[config.mk]
export PLATFORM = sky130hd
export DESIGN_NAME = love_hate_buffer_pool_manager_core_flat
export DESIGN_NICKNAME = d
export VERILOG_FILES = /design/src/design/lhbpm_pkg.sv /design/src/design/lhbpm_if.sv /design/src/design/lhbpm_ctrl.sv /design/src/design/lhbpm_dp.sv /design/src/design/love_hate_buffer_pool_manager_core.sv /design/src/flat_wrapper.sv
export SDC_FILE = /design/constraint.sdc
export NUM_CORES = 2
export LEC_CHECK = 0
export ABC_AREA = 1
export ABC_CLOCK_PERIOD_IN_PS = 8300
export BUFFER_PORTS_ARGS = -buffer_cell sky130_fd_sc_hd__buf_2
export CORE_MARGIN = 5
export CORE_UTILIZATION = 30
export CTS_CLUSTER_DIAMETER = 80
export DETAILED_ROUTE_END_ITERATION = 6
export SLEW_MARGIN = 25
export SYNTH_ARGS = -nofsm -noshare
export SYNTH_HDL_FRONTEND = slang
export SYNTH_SLANG_ARGS = --single-unit
[constraint.sdc]
create_clock -name clock -period 8.3 [get_ports clock]
set_input_delay 0.83 -clock clock [delete_from_list [all_inputs] [get_ports clock]]
set_output_delay 0.83 -clock clock [all_outputs]
set_load 0.02 [all_outputs]
[src/design/lhbpm_pkg.sv]
// Shared types, constants and helpers for the love/hate buffer pool manager.
// No dependencies; every other file of the block imports this package.
package lhbpm_pkg;

   localparam int NUM_FRAMES = 64;
   localparam int AGE_BITS   = 16;
   localparam int FRAME_BITS = $clog2(NUM_FRAMES);
   localparam int CNT_BITS   = $clog2(NUM_FRAMES + 1);
   localparam int PIN_BITS   = 8;
   localparam int TAG_BITS   = 20;
   localparam int CSR_BITS   = 7;
   localparam int STAT_BITS  = 3;

   typedef enum logic [1:0] {
      OP_PIN   = 2'd0,
      OP_UNPIN = 2'd1,
      OP_FREE  = 2'd2,
      OP_FLUSH = 2'd3
   } op_type;

   localparam logic [STAT_BITS-1:0] ST_OK         = 3'd0;
   localparam logic [STAT_BITS-1:0] ST_POOL_FULL  = 3'd1;
   localparam logic [STAT_BITS-1:0] ST_NOT_FOUND  = 3'd2;
   localparam logic [STAT_BITS-1:0] ST_NOT_PINNED = 3'd3;
   localparam logic [STAT_BITS-1:0] ST_PINNED     = 3'd4;

   typedef enum logic [2:0] {
      S_IDLE,
      S_SCAN,
      S_DECIDE,
      S_AGE,
      S_FINISH
   } state_type;

   typedef struct packed {
      logic [TAG_BITS-1:0] tag;
      logic [PIN_BITS-1:0] pin;
      logic [AGE_BITS-1:0] love;
      logic [AGE_BITS-1:0] hate;
   } entry_type;

   typedef struct packed {
      logic [STAT_BITS-1:0]  status;
      logic [FRAME_BITS-1:0] frame;
      logic                  write_back;
      logic [TAG_BITS-1:0]   write_page_id;
      logic                  fetch_page;
      logic                  dealloc;
      logic [CNT_BITS-1:0]   unpinned_count;
   } rsp_data_type;

   typedef struct packed {
      logic start;
      logic scan;
      logic decide;
      logic age;
      logic publish;
   } dp_cmd_type;

   typedef struct packed {
      logic walk_done;
      logic age_needed;
   } dp_stat_type;

   function automatic logic [AGE_BITS-1:0] age_inc(input logic [AGE_BITS-1:0] a);
      age_inc = (a == {AGE_BITS{1'b1}}) ? a : a + AGE_BITS'(1);
   endfunction

endpackage

[src/design/lhbpm_if.sv]
// Request and response channel interfaces (valid/ready handshake).
// Depends on lhbpm_pkg.
interface lhbpm_req_if import lhbpm_pkg::*; ();
   logic                valid;
   logic                ready;
   logic [1:0]          op;
   logic [TAG_BITS-1:0] page_id;
   logic                empty_page;
   logic                dirty_flag;
   logic                hated_flag;

   modport source (output valid, op, page_id, empty_page, dirty_flag, hated_flag,
                   input ready);
   modport sink   (input valid, op, page_id, empty_page, dirty_flag, hated_flag,
                   output ready);
endinterface

interface lhbpm_rsp_if import lhbpm_pkg::*; ();
   logic                  valid;
   logic                  ready;
   logic [STAT_BITS-1:0]  status;
   logic [FRAME_BITS-1:0] frame;
   logic                  write_back;
   logic [TAG_BITS-1:0]   write_page_id;
   logic                  fetch_page;
   logic                  dealloc;
   logic [CNT_BITS-1:0]   unpinned_count;

   modport source (output valid, status, frame, write_back, write_page_id, fetch_page,
                   dealloc, unpinned_count, input ready);
   modport sink   (input valid, status, frame, write_back, write_page_id, fetch_page,
                   dealloc, unpinned_count, output ready);
endinterface

[src/design/lhbpm_ctrl.sv]
// Sequencer for the buffer pool manager: scan, decide, age, publish.
// Depends on lhbpm_pkg.
module lhbpm_ctrl import lhbpm_pkg::*; (
   input  logic        clock,
   input  logic        reset,
   input  logic        req_valid,
   output logic        req_ready,
   output logic        rsp_valid,
   input  logic        rsp_ready,
   input  dp_stat_type stat,
   output dp_cmd_type  cmd
);

   state_type state_ff, state_in;
   logic      rsp_valid_ff, rsp_valid_in;
   logic      out_free;

   assign out_free = !rsp_valid_ff || rsp_ready;

   always_comb begin
      state_in = state_ff;
      case (state_ff)
         S_IDLE:   if (req_valid) state_in = S_SCAN;
         S_SCAN:   if (stat.walk_done) state_in = S_DECIDE;
         S_DECIDE: state_in = stat.age_needed ? S_AGE : S_FINISH;
         S_AGE:    if (stat.walk_done) state_in = S_FINISH;
         S_FINISH: if (out_free) state_in = S_IDLE;
         default:  state_in = S_IDLE;
      endcase
   end

   always_comb begin
      cmd          = '0;
      req_ready    = 1'b0;
      rsp_valid_in = rsp_valid_ff && !rsp_ready;
      case (state_ff)
         S_IDLE: begin
            req_ready = 1'b1;
            cmd.start = req_valid;
         end
         S_SCAN:   cmd.scan = 1'b1;
         S_DECIDE: cmd.decide = 1'b1;
         S_AGE:    cmd.age = 1'b1;
         S_FINISH: begin
            if (out_free) begin
               cmd.publish  = 1'b1;
               rsp_valid_in = 1'b1;
            end
         end
         default: ;
      endcase
   end

   always_ff @(posedge clock) begin
      if (reset) begin
         state_ff     <= S_IDLE;
         rsp_valid_ff <= 1'b0;
      end else begin
         state_ff     <= state_in;
         rsp_valid_ff <= rsp_valid_in;
      end
   end

   assign rsp_valid = rsp_valid_ff;

endmodule

[src/design/lhbpm_dp.sv]
// Datapath: frame table memory, valid bits, scan reductions, ageing pass.
// Depends on lhbpm_pkg; commanded by lhbpm_ctrl.
module lhbpm_dp import lhbpm_pkg::*; (
   input  logic                clock,
   input  logic                reset,
   input  dp_cmd_type          cmd,
   output dp_stat_type         stat,
   input  logic                csr_we,
   input  logic [CSR_BITS-1:0] csr_wdata,
   input  logic [1:0]          req_op,
   input  logic [TAG_BITS-1:0] req_page_id,
   input  logic                req_empty_page,
   input  logic                req_dirty_flag,
   input  logic                req_hated_flag,
   output rsp_data_type        rsp_data
);

   entry_type mem [NUM_FRAMES];
   entry_type rdata_ff;
   logic [NUM_FRAMES-1:0] valid_ff, valid_in;

   logic [CSR_BITS-1:0] csr_ff;
   op_type              op_ff;
   logic [TAG_BITS-1:0] pid_ff;
   logic                empty_ff, dirty_ff, hated_ff;
   logic [CNT_BITS-1:0] n_ff, n_in;

   logic [CNT_BITS-1:0]   idx_ff, idx_in;
   logic                  rd_vld_ff;
   logic [FRAME_BITS-1:0] rd_idx_ff;
   logic                  rd_en;

   logic                  hit_ff, emp_ff, hb_ff, lb_ff;
   logic [FRAME_BITS-1:0] hit_idx_ff, emp_idx_ff, hb_idx_ff, lb_idx_ff;
   entry_type             hit_ent_ff;
   logic [AGE_BITS-1:0]   hb_age_ff, lb_age_ff;
   logic [TAG_BITS-1:0]   hb_tag_ff, lb_tag_ff;
   logic [CNT_BITS-1:0]   cnt_ff;

   rsp_data_type res_ff, res_in, out_ff;

   logic                  cur_v;
   entry_type             cur;
   logic                  we;
   logic [FRAME_BITS-1:0] waddr;
   entry_type             wdata, aged;

   // effective frame count
   always_comb begin
      if (csr_ff == '0) n_in = CNT_BITS'(1);
      else if (int'(csr_ff) > NUM_FRAMES) n_in = CNT_BITS'(NUM_FRAMES);
      else n_in = CNT_BITS'(csr_ff);
   end

   assign rd_en = (cmd.scan || cmd.age) && (idx_ff < n_ff);

   always_comb begin
      idx_in = idx_ff;
      if (cmd.start || cmd.decide) idx_in = '0;
      else if (rd_en) idx_in = idx_ff + CNT_BITS'(1);
   end

   assign stat.walk_done  = !rd_vld_ff && (idx_ff >= n_ff);
   assign stat.age_needed = (op_ff == OP_UNPIN) && hit_ff && (hit_ent_ff.pin != '0);

   // entry just read; never-valid frames read as all-zero counters
   always_comb begin
      cur_v = valid_ff[rd_idx_ff];
      cur   = rdata_ff;
      if (!cur_v) begin
         cur.pin  = '0;
         cur.love = '0;
         cur.hate = '0;
      end
   end

   // ageing of one entry
   always_comb begin
      aged = cur;
      if (rd_idx_ff == hit_idx_ff) begin
         aged.pin = cur.pin - PIN_BITS'(1);
         if (hated_ff) aged.hate = age_inc(age_inc(cur.hate));
         else          aged.love = age_inc(age_inc(cur.love));
      end else if (hated_ff) begin
         if (cur.hate != '0) aged.hate = age_inc(cur.hate);
      end else begin
         if (cur.love != '0) aged.love = age_inc(cur.love);
      end
   end

   // decision and single-entry update
   always_comb begin
      res_in   = '0;
      we       = 1'b0;
      waddr    = hit_idx_ff;
      wdata    = hit_ent_ff;
      valid_in = valid_ff;
      res_in.unpinned_count = cnt_ff;
      if (cmd.decide) begin
         if (op_ff == OP_PIN) begin
            if (hit_ff) begin
               res_in.frame = hit_idx_ff;
               we           = 1'b1;
               if (hit_ent_ff.pin != {PIN_BITS{1'b1}})
                  wdata.pin = hit_ent_ff.pin + PIN_BITS'(1);
               if (hit_ent_ff.pin == '0)
                  res_in.unpinned_count = cnt_ff - CNT_BITS'(1);
            end else if (emp_ff || hb_ff || lb_ff) begin
               wdata.tag  = pid_ff;
               wdata.pin  = PIN_BITS'(1);
               wdata.love = '0;
               wdata.hate = '0;
               we         = 1'b1;
               res_in.fetch_page = !empty_ff;
               if (emp_ff) begin
                  waddr = emp_idx_ff;
               end else begin
                  waddr = hb_ff ? hb_idx_ff : lb_idx_ff;
                  res_in.write_back     = 1'b1;
                  res_in.write_page_id  = hb_ff ? hb_tag_ff : lb_tag_ff;
                  res_in.unpinned_count = cnt_ff - CNT_BITS'(1);
               end
               res_in.frame    = waddr;
               valid_in[waddr] = 1'b1;
            end else begin
               res_in.status = ST_POOL_FULL;
            end
         end else if (!hit_ff) begin
            res_in.status = ST_NOT_FOUND;
         end else begin
            res_in.frame = hit_idx_ff;
            case (op_ff)
               OP_UNPIN: begin
                  if (dirty_ff) begin
                     res_in.write_back    = 1'b1;
                     res_in.write_page_id = pid_ff;
                  end
                  if (hit_ent_ff.pin == '0) res_in.status = ST_NOT_PINNED;
                  else if (hit_ent_ff.pin == PIN_BITS'(1))
                     res_in.unpinned_count = cnt_ff + CNT_BITS'(1);
               end
               OP_FREE: begin
                  if (hit_ent_ff.pin != '0) res_in.status = ST_PINNED;
                  else res_in.dealloc = 1'b1;
               end
               default: begin
                  res_in.write_back    = 1'b1;
                  res_in.write_page_id = pid_ff;
               end
            endcase
         end
      end else if (cmd.age && rd_vld_ff && cur_v) begin
         we    = 1'b1;
         waddr = rd_idx_ff;
         wdata = aged;
      end
   end

   always_ff @(posedge clock) begin
      if (we) mem[waddr] <= wdata;
      if (rd_en) rdata_ff <= mem[idx_ff[FRAME_BITS-1:0]];
   end

   always_ff @(posedge clock) begin
      if (reset) begin
         valid_ff  <= '0;
         csr_ff    <= CSR_BITS'(64);
         rd_vld_ff <= 1'b0;
         idx_ff    <= '0;
      end else begin
         valid_ff  <= valid_in;
         rd_vld_ff <= rd_en;
         idx_ff    <= idx_in;
         if (csr_we) csr_ff <= csr_wdata;
      end
   end

   // request capture and scan reductions
   always_ff @(posedge clock) begin
      rd_idx_ff <= idx_ff[FRAME_BITS-1:0];
      if (cmd.decide) res_ff <= res_in;
      if (cmd.publish) out_ff <= res_ff;
      if (cmd.start) begin
         op_ff    <= op_type'(req_op);
         pid_ff   <= req_page_id;
         empty_ff <= req_empty_page;
         dirty_ff <= req_dirty_flag;
         hated_ff <= req_hated_flag;
         n_ff     <= n_in;
         hit_ff   <= 1'b0;
         emp_ff   <= 1'b0;
         hb_ff    <= 1'b0;
         lb_ff    <= 1'b0;
         cnt_ff   <= '0;
      end else if (cmd.scan && rd_vld_ff) begin
         if (cur_v && cur.tag == pid_ff && !hit_ff) begin
            hit_ff     <= 1'b1;
            hit_idx_ff <= rd_idx_ff;
            hit_ent_ff <= cur;
         end
         if (!cur_v && !emp_ff) begin
            emp_ff     <= 1'b1;
            emp_idx_ff <= rd_idx_ff;
         end
         if (cur.pin == '0 && cur.love == '0 && cur.hate != '0
             && (!hb_ff || cur.hate < hb_age_ff)) begin
            hb_ff     <= 1'b1;
            hb_idx_ff <= rd_idx_ff;
            hb_age_ff <= cur.hate;
            hb_tag_ff <= cur.tag;
         end
         if (cur.pin == '0 && cur.love != '0 && (!lb_ff || cur.love > lb_age_ff)) begin
            lb_ff     <= 1'b1;
            lb_idx_ff <= rd_idx_ff;
            lb_age_ff <= cur.love;
            lb_tag_ff <= cur.tag;
         end
         if (cur_v && cur.pin == '0) cnt_ff <= cnt_ff + CNT_BITS'(1);
      end
   end

   assign rsp_data = out_ff;

endmodule

[src/design/love_hate_buffer_pool_manager_core.sv]
// Top level of the love/hate buffer pool manager.
// Depends on lhbpm_pkg, lhbpm_if, lhbpm_ctrl and lhbpm_dp.
//
// One request at a time: pin, unpin, free or flush of a page id, answered by
// one response. With N the effective frame count (csr register, 0 acts as 1,
// above 64 acts as 64), the frame table is a single-port-read memory walked
// one frame per cycle over the first N frames, once for lookup/victim
// search/count and once more, for an unpin that ages, for the ageing
// read-modify-write. The response sits in an output register, so the next
// request is taken while it waits. Write csr only while idle.
module love_hate_buffer_pool_manager_core import lhbpm_pkg::*; (
   input  logic                clock,
   input  logic                reset,
   lhbpm_req_if.sink           req_chan,
   lhbpm_rsp_if.source         rsp_chan,
   input  logic                csr_we,
   input  logic [CSR_BITS-1:0] csr_wdata
);

   dp_cmd_type   cmd;
   dp_stat_type  stat;
   rsp_data_type rsp_data;

   // sequencer: owns handshakes and the response valid
   lhbpm_ctrl u_ctrl (
      .clock     (clock),
      .reset     (reset),
      .req_valid (req_chan.valid),
      .req_ready (req_chan.ready),
      .rsp_valid (rsp_chan.valid),
      .rsp_ready (rsp_chan.ready),
      .stat      (stat),
      .cmd       (cmd)
   );

   // frame table and reductions
   lhbpm_dp u_dp (
      .clock          (clock),
      .reset          (reset),
      .cmd            (cmd),
      .stat           (stat),
      .csr_we         (csr_we),
      .csr_wdata      (csr_wdata),
      .req_op         (req_chan.op),
      .req_page_id    (req_chan.page_id),
      .req_empty_page (req_chan.empty_page),
      .req_dirty_flag (req_chan.dirty_flag),
      .req_hated_flag (req_chan.hated_flag),
      .rsp_data       (rsp_data)
   );

   assign rsp_chan.status         = rsp_data.status;
   assign rsp_chan.frame          = rsp_data.frame;
   assign rsp_chan.write_back     = rsp_data.write_back;
   assign rsp_chan.write_page_id  = rsp_data.write_page_id;
   assign rsp_chan.fetch_page     = rsp_data.fetch_page;
   assign rsp_chan.dealloc        = rsp_data.dealloc;
   assign rsp_chan.unpinned_count = rsp_data.unpinned_count;

endmodule
[src/flat_wrapper.sv]
// flat-port wrapper written by rule: the top's interface ports become plain ports
module love_hate_buffer_pool_manager_core_flat import lhbpm_pkg::*;
  (clock, reset, csr_we, csr_wdata, req_chan_valid, req_chan_op, req_chan_page_id, req_chan_empty_page, req_chan_dirty_flag, req_chan_hated_flag, req_chan_ready, rsp_chan_valid, rsp_chan_status, rsp_chan_frame, rsp_chan_write_back, rsp_chan_write_page_id, rsp_chan_fetch_page, rsp_chan_dealloc, rsp_chan_unpinned_count, rsp_chan_ready);
  lhbpm_req_if req_chan_i ();
  lhbpm_rsp_if rsp_chan_i ();
  input  logic clock;
  input  logic reset;
  input  logic csr_we;
  input  logic [CSR_BITS-1:0] csr_wdata;
  input wire logic [$bits(req_chan_i.valid)-1:0] req_chan_valid;
  input wire logic [$bits(req_chan_i.op)-1:0] req_chan_op;
  input wire logic [$bits(req_chan_i.page_id)-1:0] req_chan_page_id;
  input wire logic [$bits(req_chan_i.empty_page)-1:0] req_chan_empty_page;
  input wire logic [$bits(req_chan_i.dirty_flag)-1:0] req_chan_dirty_flag;
  input wire logic [$bits(req_chan_i.hated_flag)-1:0] req_chan_hated_flag;
  output wire logic [$bits(req_chan_i.ready)-1:0] req_chan_ready;
  output wire logic [$bits(rsp_chan_i.valid)-1:0] rsp_chan_valid;
  output wire logic [$bits(rsp_chan_i.status)-1:0] rsp_chan_status;
  output wire logic [$bits(rsp_chan_i.frame)-1:0] rsp_chan_frame;
  output wire logic [$bits(rsp_chan_i.write_back)-1:0] rsp_chan_write_back;
  output wire logic [$bits(rsp_chan_i.write_page_id)-1:0] rsp_chan_write_page_id;
  output wire logic [$bits(rsp_chan_i.fetch_page)-1:0] rsp_chan_fetch_page;
  output wire logic [$bits(rsp_chan_i.dealloc)-1:0] rsp_chan_dealloc;
  output wire logic [$bits(rsp_chan_i.unpinned_count)-1:0] rsp_chan_unpinned_count;
  input wire logic [$bits(rsp_chan_i.ready)-1:0] rsp_chan_ready;
  assign req_chan_i.valid = req_chan_valid;
  assign req_chan_i.op = req_chan_op;
  assign req_chan_i.page_id = req_chan_page_id;
  assign req_chan_i.empty_page = req_chan_empty_page;
  assign req_chan_i.dirty_flag = req_chan_dirty_flag;
  assign req_chan_i.hated_flag = req_chan_hated_flag;
  assign req_chan_ready = req_chan_i.ready;
  assign rsp_chan_valid = rsp_chan_i.valid;
  assign rsp_chan_status = rsp_chan_i.status;
  assign rsp_chan_frame = rsp_chan_i.frame;
  assign rsp_chan_write_back = rsp_chan_i.write_back;
  assign rsp_chan_write_page_id = rsp_chan_i.write_page_id;
  assign rsp_chan_fetch_page = rsp_chan_i.fetch_page;
  assign rsp_chan_dealloc = rsp_chan_i.dealloc;
  assign rsp_chan_unpinned_count = rsp_chan_i.unpinned_count;
  assign rsp_chan_i.ready = rsp_chan_ready;
  love_hate_buffer_pool_manager_core u_core (.clock(clock), .reset(reset), .req_chan(req_chan_i), .rsp_chan(rsp_chan_i), .csr_we(csr_we), .csr_wdata(csr_wdata));
endmodule
==> flow_metrics.tcl <==
set metrics [dict create \
    startpoint_type "register" \
    slowest_delay_ns 0.60 \
    cpMostUsedCell "nand2_1" \
    synth_area_sq_um 170000 \
    ys_seq_area_share_pct 74.8 \
    synthDominantCellAreaShare_pct 73.6 \
    gr-total-overflow 0 \
    io_pins 78 \
    power_density_nw_per_um2 286 \
    ys_ff_latch 4266 \
    vias_per_cell 5.52 \
    mostFrequentLayoutCell "edfxtp_1" \
    path_max_fanout 39 \
    wl_per_cell_microns 27.6 \
    clockBufferDepth 4 \
    grtUsageMet2_pct 28.8 \
    clk_pin_slew_worst_paths_ns 0.06 \
    cts_resized 0 \
    vdd_ir_drop_max_mv 0.202 \
    outcome "finished clean" \
    rr_startpoint "u_core.u_dp.rd_idx_ff[0]$_DFF_P_" \
    netSwitchingFraction_pct 30.6 \
    cts_tree "yes" \
    numClockSinks 4266 \
    fin_crit_sh_pct 83.3 \
    grt_util_met3_pct 3.82 \
    insertion_delay_ns 1.04 \
    htreeDepth 5 \
    drt_iter0_markers 17143 \
    seqPwrFrac_pct 46.9 \
    grt_max_degree 215 \
    arrival_ns 7.66 \
    core_area_sq_um 565000 \
    report.final.hold_viol_count 0 \
    intPower_uw 38600 \
    ys_warn_count 0 \
    fmax_mhz 145 \
    synth.avg_cell_area_sq_um 13.0 \
    gp_congestion 0.873 \
    first_pass_iters 6 \
    utilization_pct 34.4 \
    root_buffer "clkbuf_16" \
    end_kind "register" \
    start_util_pct 30.1 \
    dp_hpwl_microns 302000 \
    vias 115451 \
    min_path_type "in2reg" \
    clkPwrFrac_pct 33.7 \
    drive_above_1_share_pct 9.16 \
    synth_flop_cell "edfxtp_1" \
    min_from "req_chan_page_id[2]" \
    comb_power_share_pct 19.5 \
    wl_microns 577000 \
    post-place-cells 20104 \
    cp-startpoint "u_core.u_dp.rd_idx_ff[0]$_DFF_P_" \
    p_leak_uw 0.0614 \
    setup_viol 0 \
    switchingPower_uw 17000 \
    cts.hold.buffers_added 24 \
    skew_ns 0.124 \
    drtAntennaViolNets 0 \
    ys_types 60 \
    slew_viol_final 0 \
    die_x_microns 763 \
    grt_use_met1_pct 26.5 \
    fin_setup_tns_ns 0 \
    rsz0062_at_grt "false" \
    maxCapViolCount 0 \
    max-slew-margin-rel_pct 25.3 \
    critical_path_class "reg2reg" \
    async_flop_share_pct 0 \
    cts.repair_timing.setup_buffer_count 0 \
    final_cell_mix "edfxtp_1, nor2_1, o21ai_0" \
    ys_top_cells_by_area "edfxtp_1, o21ai_0, nor2_1" \
    syn_inst 13091 \
    grt_pass1_vias 106068 \
    min_period_ns 6.91 \
    syn_nets 13182 \
    fp.dieH_microns 763 \
    worstPathRequired_ns 9.05 \
    busiest_layer "met2" \
    final_cells 20898 \
    worstMarginPinSlew_ns 1.12 \
    cts_made_buffers 414 \
    die_area_sq_um 582000 \
    io_buffers 77 \
    nNetsFinal 13129 \
    cp_slowest_cell "nand2_2" \
    synth_edf_count 4166 \
    row_count 276 \
    area_delta_synth_final_pct 14.5 \
    yosysTopAreaCell "edfxtp_1" \
    grt_pass1_wl_microns 808000 \
    drc 0 \
    antenna_found_initial 23 \
    grtUsageTotal_pct 18.9 \
    p_total_uw 55600 \
]
[registers in the layout (all words and copies together) (netlist names), 6 cells and up]
name / flops
u_core.u_dp.n_ff: 7
u_core.u_dp.hb_idx_ff: 6
u_core.u_dp.hb_tag_ff: 20
u_core.u_dp.hit_ent_ff: 60
u_core.u_dp.hit_idx_ff: 6
u_core.u_dp.mem: 3840
u_core.u_dp.hb_age_ff: 16
u_core.u_dp.cnt_ff: 7
u_core.u_dp.res_ff: 39
u_core.u_dp.valid_ff: 64
u_core.u_dp.lb_age_ff: 16
u_core.u_dp.idx_ff: 7
u_core.u_dp.rsp_data: 39
u_core.u_dp.aged: 20
u_core.u_dp.lb_tag_ff: 20
u_core.u_dp.rd_idx_ff: 6
u_core.u_dp.emp_idx_ff: 6
u_core.u_dp.rdata_ff: 40
u_core.u_dp.lb_idx_ff: 6
u_core.u_dp.csr_ff: 7
u_core.u_dp.pid_ff: 20
[kinds of logic (layout without fill, tap and decap cells)]
kind of cell | after synthesis | after routing | synth area share [%]
AOI/OAI and AO/OA | 3701 | 3701 | 12.7
xor gates and xnor gates | 30 | 30 | 0.159
adders and majority gates | 54 | 54 | 0.398
buffers and inverters | 1195 | 1484 | 2.74
DFF | 4266 | 4266 | 74.8
muxes | 12 | 12 | 0.0707
other | 0 | 12 | 0
and+or+nand+nor | 3833 | 3833 | 9.15
[layer usage]
metal | share of wire (%) | up-vias
li1 | - | 49019
met1 | 40 | 58324
met2 | 44 | 6866
met3 | 11 | 1230
met4 | 4.4 | 12
met5 | 0.015 | -
[per-stage QoR]
step                setup WS (ns)  hold WS [ns]  area, sq um
global route                0.861        0.0429       195000
global placement             1.61         0.403       181000
finish                       1.39        0.0931       195000
floorplan                    1.07         0.353       170000
detailed placement           1.59         0.405       181000
CTS                          1.47       0.00309       195000
[synth_stat cells, types with 5 or more instances]
| master | instances |
|---|---|
| o21ai_1 | 18 |
| xnor2_1 | 7 |
| a211oi_1 | 5 |
| a21oi_1 | 325 |
| nor2_2 | 20 |
| mux2i_1 | 12 |
| buf_2 | 8 |
| or2_2 | 13 |
| nand2_1 | 877 |
| buf_1 | 47 |
| a32o_1 | 16 |
| nor2_4 | 6 |
| a221o_1 | 35 |
| nand3_2 | 21 |
| nor4_1 | 8 |
| xor2_1 | 22 |
| clkbuf_1 | 824 |
| clkinv_1 | 11 |
| dfxtp_1 | 100 |
| o32ai_1 | 20 |
| buf_4 | 7 |
| nor2_1 | 2318 |
| nand3_1 | 431 |
| a31oi_1 | 98 |
| o21ai_0 | 2051 |
| buf_6 | 15 |
| inv_1 | 259 |
| o22ai_1 | 611 |
| ha_1 | 54 |
| o221ai_1 | 385 |
| nand2_2 | 14 |
| o211ai_1 | 107 |
| edfxtp_1 | 4166 |
| nor3_1 | 28 |
| a221oi_1 | 7 |
| inv_2 | 22 |
| nand4_1 | 89 |
[power by group through the flow]
stage               Sequential (uW)  Combinational, uW  Clock [uW]
finish                        26100              10800       18700
global route                  26100              11800       19800
CTS                           26000              10700       18900
detailed placement            26500              10700           0
global placement              26500              10500           0
floorplan                     26400               6710           0
[path summary, 6_finish.rpt]
path / endpoint / slack (ns) / depth (start not counted)
hold reg to reg: u_core.u_dp.rsp_data[34]$_DFFE_PP_ / 0.42 / 0
setup reg to reg: u_core.u_dp.mem[29][25]$_DFFE_PP_ / 1.39 / 30
setup / recovery: u_core.u_dp.mem[29][25]$_DFFE_PP_ / 1.39 / 30
hold / removal: u_core.u_dp.pid_ff[2]$_DFFE_PP_ / 0.09 / 1
[critical path: cells and delay by family (launching register included)]
family,cells,cell delay (ns)
compound gates,1,0.07
buf+inv,5,1.31
simple gates,22,4.19
flops,1,0.30
fa+ha+maj,2,0.60
[final cells by class]
cell class	count	area, sq um
Antenna cell	12	30.0
Fill cell	54585	370000
Clock buffer	500	10900
Multi-Input combinational cell	7630	39300
Sequential cell	4266	127000
Inverter	293	1150
Timing Repair Buffer	433	4370
Tap cell	7506	9390
Clock inverter	258	2400
(Power assumes the default switching activity.)
